`config.mk`:
```
export PLATFORM = sky130hd
export DESIGN_NAME = ostc_alu
export DESIGN_NICKNAME = d
export VERILOG_FILES = /design/src/rtl/ostc_pkg.sv /design/src/rtl/ostc_alu.sv
export SDC_FILE = /design/constraint.sdc
export NUM_CORES = 1
export LEC_CHECK = 0
export BUFFER_PORTS_ARGS = -buffer_cell sky130_fd_sc_hd__buf_4
export CAP_MARGIN = 0
export CORE_MARGIN = 2
export CORE_UTILIZATION = 48
export DETAILED_ROUTE_END_ITERATION = 16
export PLACE_DENSITY = 0.82
export RECOVER_POWER = 100
export SYNTH_ARGS = -nofsm -noshare
export SYNTH_HDL_FRONTEND = slang
export SYNTH_SLANG_ARGS = --single-unit
```
`constraint.sdc`:
```
create_clock -name vclk -period 5.62
set_clock_uncertainty 0.2 [all_clocks]
set_input_delay 0.562 -clock vclk [all_inputs]
set_output_delay 0.562 -clock vclk [all_outputs]
set_load 0.02 [all_outputs]
```
`src/rtl/ostc_pkg.sv`:
```
`timescale 1ns / 1ps
`default_nettype none
// ---------------------------------------------------------------------------
// ostc_pkg: shared types and codes of the order-statistic count tree
// Word layouts of both channels, request and status codes, ALU flags.
// ---------------------------------------------------------------------------
package ostc_pkg;

  // Field widths fixed by the channel words
  localparam int unsigned FUNC_W   = 2;
  localparam int unsigned KEY_W    = 10;
  localparam int unsigned RANK_W   = 16;
  localparam int unsigned STATUS_W = 2;

  // Defaults for the top-level parameters
  localparam int unsigned KEY_BITS_DEF   = 10;
  localparam int unsigned COUNT_BITS_DEF = 16;

  // Request kinds
  localparam logic [FUNC_W-1:0] FN_INSERT = 2'd0;
  localparam logic [FUNC_W-1:0] FN_REMOVE = 2'd1;
  localparam logic [FUNC_W-1:0] FN_FIND   = 2'd2;
  localparam logic [FUNC_W-1:0] FN_NOP    = 2'd3;

  // Result status codes
  localparam logic [STATUS_W-1:0] STAT_OK     = 2'd0;
  localparam logic [STATUS_W-1:0] STAT_ABSENT = 2'd1;
  localparam logic [STATUS_W-1:0] STAT_RANK   = 2'd2;
  localparam logic [STATUS_W-1:0] STAT_FULL   = 2'd3;

  // Input word
  typedef struct packed {
    logic [FUNC_W-1:0] func;
    logic [KEY_W-1:0]  key;
    logic [RANK_W-1:0] rank;
  } in_word_t;

  // Result word
  typedef struct packed {
    logic [KEY_W-1:0]    found_key;
    logic [STATUS_W-1:0] status;
  } out_word_t;

  // Flags of the shared add/subtract unit
  typedef struct packed {
    logic carry;  // carry out; for subtract, set when a >= b
    logic zero;   // result is zero
  } alu_flags_t;

endpackage : ostc_pkg
`default_nettype wire

```
`src/rtl/ostc_alu.sv`:
```
`timescale 1ns / 1ps
`default_nettype none
// ---------------------------------------------------------------------------
// ostc_alu: shared add/subtract and compare unit
// Computes a + b or a - b with carry and zero flags for the sequencer.
// ---------------------------------------------------------------------------
module ostc_alu #(
  parameter int unsigned W = 16
) (
  input  wire logic [W-1:0]            a_i,
  input  wire logic [W-1:0]            b_i,
  input  wire logic                    sub_i,
  output logic      [W-1:0]            sum_o,
  output ostc_pkg::alu_flags_t         flags_o
);

  import ostc_pkg::*;

  logic [W-1:0] b_op;
  logic [W:0]   full;

  // Two's complement subtract via inverted operand and carry in
  assign b_op = sub_i ? ~b_i : b_i;
  assign full = {1'b0, a_i} + {1'b0, b_op} + {{W{1'b0}}, sub_i};

  assign sum_o         = full[W-1:0];
  assign flags_o.carry = full[W];
  assign flags_o.zero  = (full[W-1:0] == '0);

endmodule : ostc_alu
`default_nettype wire

```
==> flow_metrics.env <==
export IMPL_yosys_warnings=0
export IMPL_grt_ovfl_total=0
export IMPL_tns_ps=0
export IMPL_crit_path_start_kind="input pin"
export IMPL_maxUsedRoutingLayer="met4"
export IMPL_syn_cell_area_um2=967.2
export IMPL_diodes=0
export IMPL_postCtsHoldBufs=0
export IMPL_grt_max_degree=17
export IMPL_rows=16
export IMPL_fill_cells=189
export IMPL_max_slew_margin=0.6114
export IMPL_clock_fmax_ghz=0.2178
export IMPL_layout_commonest_cell="buf_4"
export IMPL_ir_worst_vdd_mv=0.09723
export IMPL_fin_crit_ps=4592
export IMPL_post_route_period_util=0.8171
export IMPL_drc=0
export IMPL_cts_resized=0
export IMPL_core_area_um2=1922
export IMPL_hold_viol=0
export IMPL_clockBufferCount=0
export IMPL_vias_per_cell=5.646
export IMPL_num_vias=1163
export IMPL_area_growth_pct=37.13
export IMPL_wl_met2_um=1398
export IMPL_stdcell_area_um2=1326
export IMPL_crit_family="compound AO/OA/AOI/OAI gates"
export IMPL_syn_avg_cell_area_um2=7.440
export IMPL_die_w_um=48.89
export IMPL_dr_wl_met3_um=160
export IMPL_final_antenna_net_count=0
export IMPL_hpwl_um=2365
export IMPL_critical_path_max_fanout=16
export IMPL_critPathBufInv=2
export IMPL_drt_met1_wl_um=1122
export IMPL_rsz0062_at_grt="no"
export IMPL_drt_iter0_drc=29
export IMPL_die_y_um=48.89
export IMPL_cp_common_cell="o21ai_0"
export IMPL_maxSlewViolCount=0
export IMPL_cp_end_kind="output pin"
export IMPL_yosysSeqAreaShare=0
export IMPL_pin_count=51
export IMPL_drt_wirelength_per_cell_um=13.18
export IMPL_path_cells="buf_4, xor2_1, ha_1, a21o_1, or3_1, o21ai_0, o21ai_0, a311o_1, or4_1, nor4_2, clkbuf_1"
export IMPL_dieArea_um2=2390
export IMPL_status="completed"
export IMPL_hold_class="in2out"
export IMPL_slowest_delay_ps=480
export IMPL_criticalPathCategory="in2out"
export IMPL_grt_pass1_wl_um=4609
export IMPL_crit_slowest_cell="o21ai_0"
export IMPL_cp_arrival_ps=3830
export IMPL_register_area_um2=0
export IMPL_required_ps=4860
export IMPL_drive_gt1_frac=0.2402
export IMPL_start_util=0.5033
export IMPL_io_buffers=51
export IMPL_grt_pass1_vias=1113
export IMPL_grt_usage=0.2296
export IMPL_worstMarginPinSlew_ps=576.8
export IMPL_max_cap_violations=0
export IMPL_placed_area_um2=1375
export IMPL_synth_distinct_cells=40
export IMPL_nets=231
export IMPL_finalSetupViolCount=0
export IMPL_syn_nets=180
export IMPL_totalWireLength_um=2716
export IMPL_final_cell_mix="buf_4, xor2_1, ha_1, clkbuf_1, inv_1"
export IMPL_drt_pass1_iter_count=4
export IMPL_power_density_nw_per_um2=196.1
export IMPL_grt_antenna_before_repair=0
export IMPL_gp_congestion=0.7926
export IMPL_syn_instance_count=130
export IMPL_p_leak_uw=0.0006381
export IMPL_design_seq_count=0
export IMPL_post_cts_buffers=0
[Yosys cell counts]
| cell | n | area [um^2] |
|---|---|---|
| o2111a_1 | 1 | 11.26 |
| o311ai_1 | 1 | 8.760 |
| and3_1 | 2 | 12.51 |
| nand3_1 | 5 | 25.02 |
| buf_2 | 1 | 5.000 |
| o21a_1 | 4 | 30.03 |
| mux2i_2 | 1 | 13.76 |
| nor2b_1 | 1 | 6.260 |
| or3b_1 | 1 | 8.760 |
| a21o_1 | 2 | 15.01 |
| buf_1 | 1 | 3.750 |
| a311o_1 | 1 | 10.01 |
| a221o_1 | 1 | 10.01 |
| xnor2_1 | 7 | 61.31 |
| or3_1 | 4 | 25.02 |
| nand2_1 | 5 | 18.77 |
| xor2_1 | 18 | 157.7 |
| ha_1 | 16 | 200.2 |
| nor3_1 | 4 | 20.02 |
| o32a_1 | 1 | 10.01 |
| o211ai_1 | 1 | 7.510 |
| a22oi_1 | 1 | 7.510 |
| or2_2 | 2 | 12.51 |
| o31a_1 | 1 | 8.760 |
| nor4_2 | 1 | 12.51 |
| or4b_1 | 1 | 10.01 |
| a2111oi_2 | 1 | 15.01 |
| a31oi_1 | 1 | 6.260 |
| and2_1 | 1 | 6.260 |
| o21ai_1 | 3 | 15.01 |
| o21ai_0 | 7 | 35.03 |
| o22ai_1 | 2 | 12.51 |
| a21oi_1 | 10 | 50.05 |
| o21bai_1 | 2 | 15.01 |
| fa_1 | 1 | 20.02 |
| nor2_1 | 4 | 15.01 |
| or4_1 | 1 | 7.510 |
| a211o_1 | 1 | 8.760 |
| o31ai_1 | 1 | 7.510 |
| inv_1 | 11 | 41.29 |
[power by group]
part	total, uW	switching (uW)	leakage [uW]	internal [uW]
Clock	0	0	0	0
Sequential	0	0	0	0
Combinational	260	156	0.000638	104
[area by class of cell]
class | instances | area [um^2] | area share
Timing Repair Buffer | 51 | 334.1 | 0.2519
Multi-Input combinational cell | 117 | 917.1 | 0.6915
Tap cell | 27 | 33.78 | 0.02547
Inverter | 11 | 41.29 | 0.03113
[logic make-up after synthesis]
group                    Yosys count  share of synthesized area
AO/OA/AOI/OAI                     42                     0.2937
multiplexers                       1                    0.01423
AND/OR/NAND/NOR                   32                     0.1863
buffers and inverters             13                    0.05174
adder cells (fa/ha/maj)           17                     0.2277
XOR/XNOR                          25                     0.2264
[through the flow]
step,hold WS [ps],setup slack (ps),util,instances,total power (uW)
4_1_cts,1257,1203,0.7155,206,280.1
2_1_floorplan,1059,1031,-,130,179.8
6_report,1260,1028,0.6901,206,260.1
5_1_grt,1272,863.9,0.6901,206,283.6
3_5_place_dp,1255,1202,0.7155,206,279.1
3_3_place_gp,1252,1319,0.7155,206,271.4
[metal layers]
metal / vias to the layer above / global-route usage
met1: 523 / 0.2542
met2: 53 / 0.4635
li1: 583 / -
met3: 4 / 0.02454
met4: 0 / 0.04286
met5: - / 0
[worst paths after layout]
| path | from | endpoint | slack (ps) | cells after the start |
|---|---|---|---|---|
| worst max-delay path | sub_i | flags_o[0] | 1030 | 11 |
| worst min-delay path | a_i[0] | sum_o[0] | 1260 | 3 |
(Power assumes the default switching activity.)
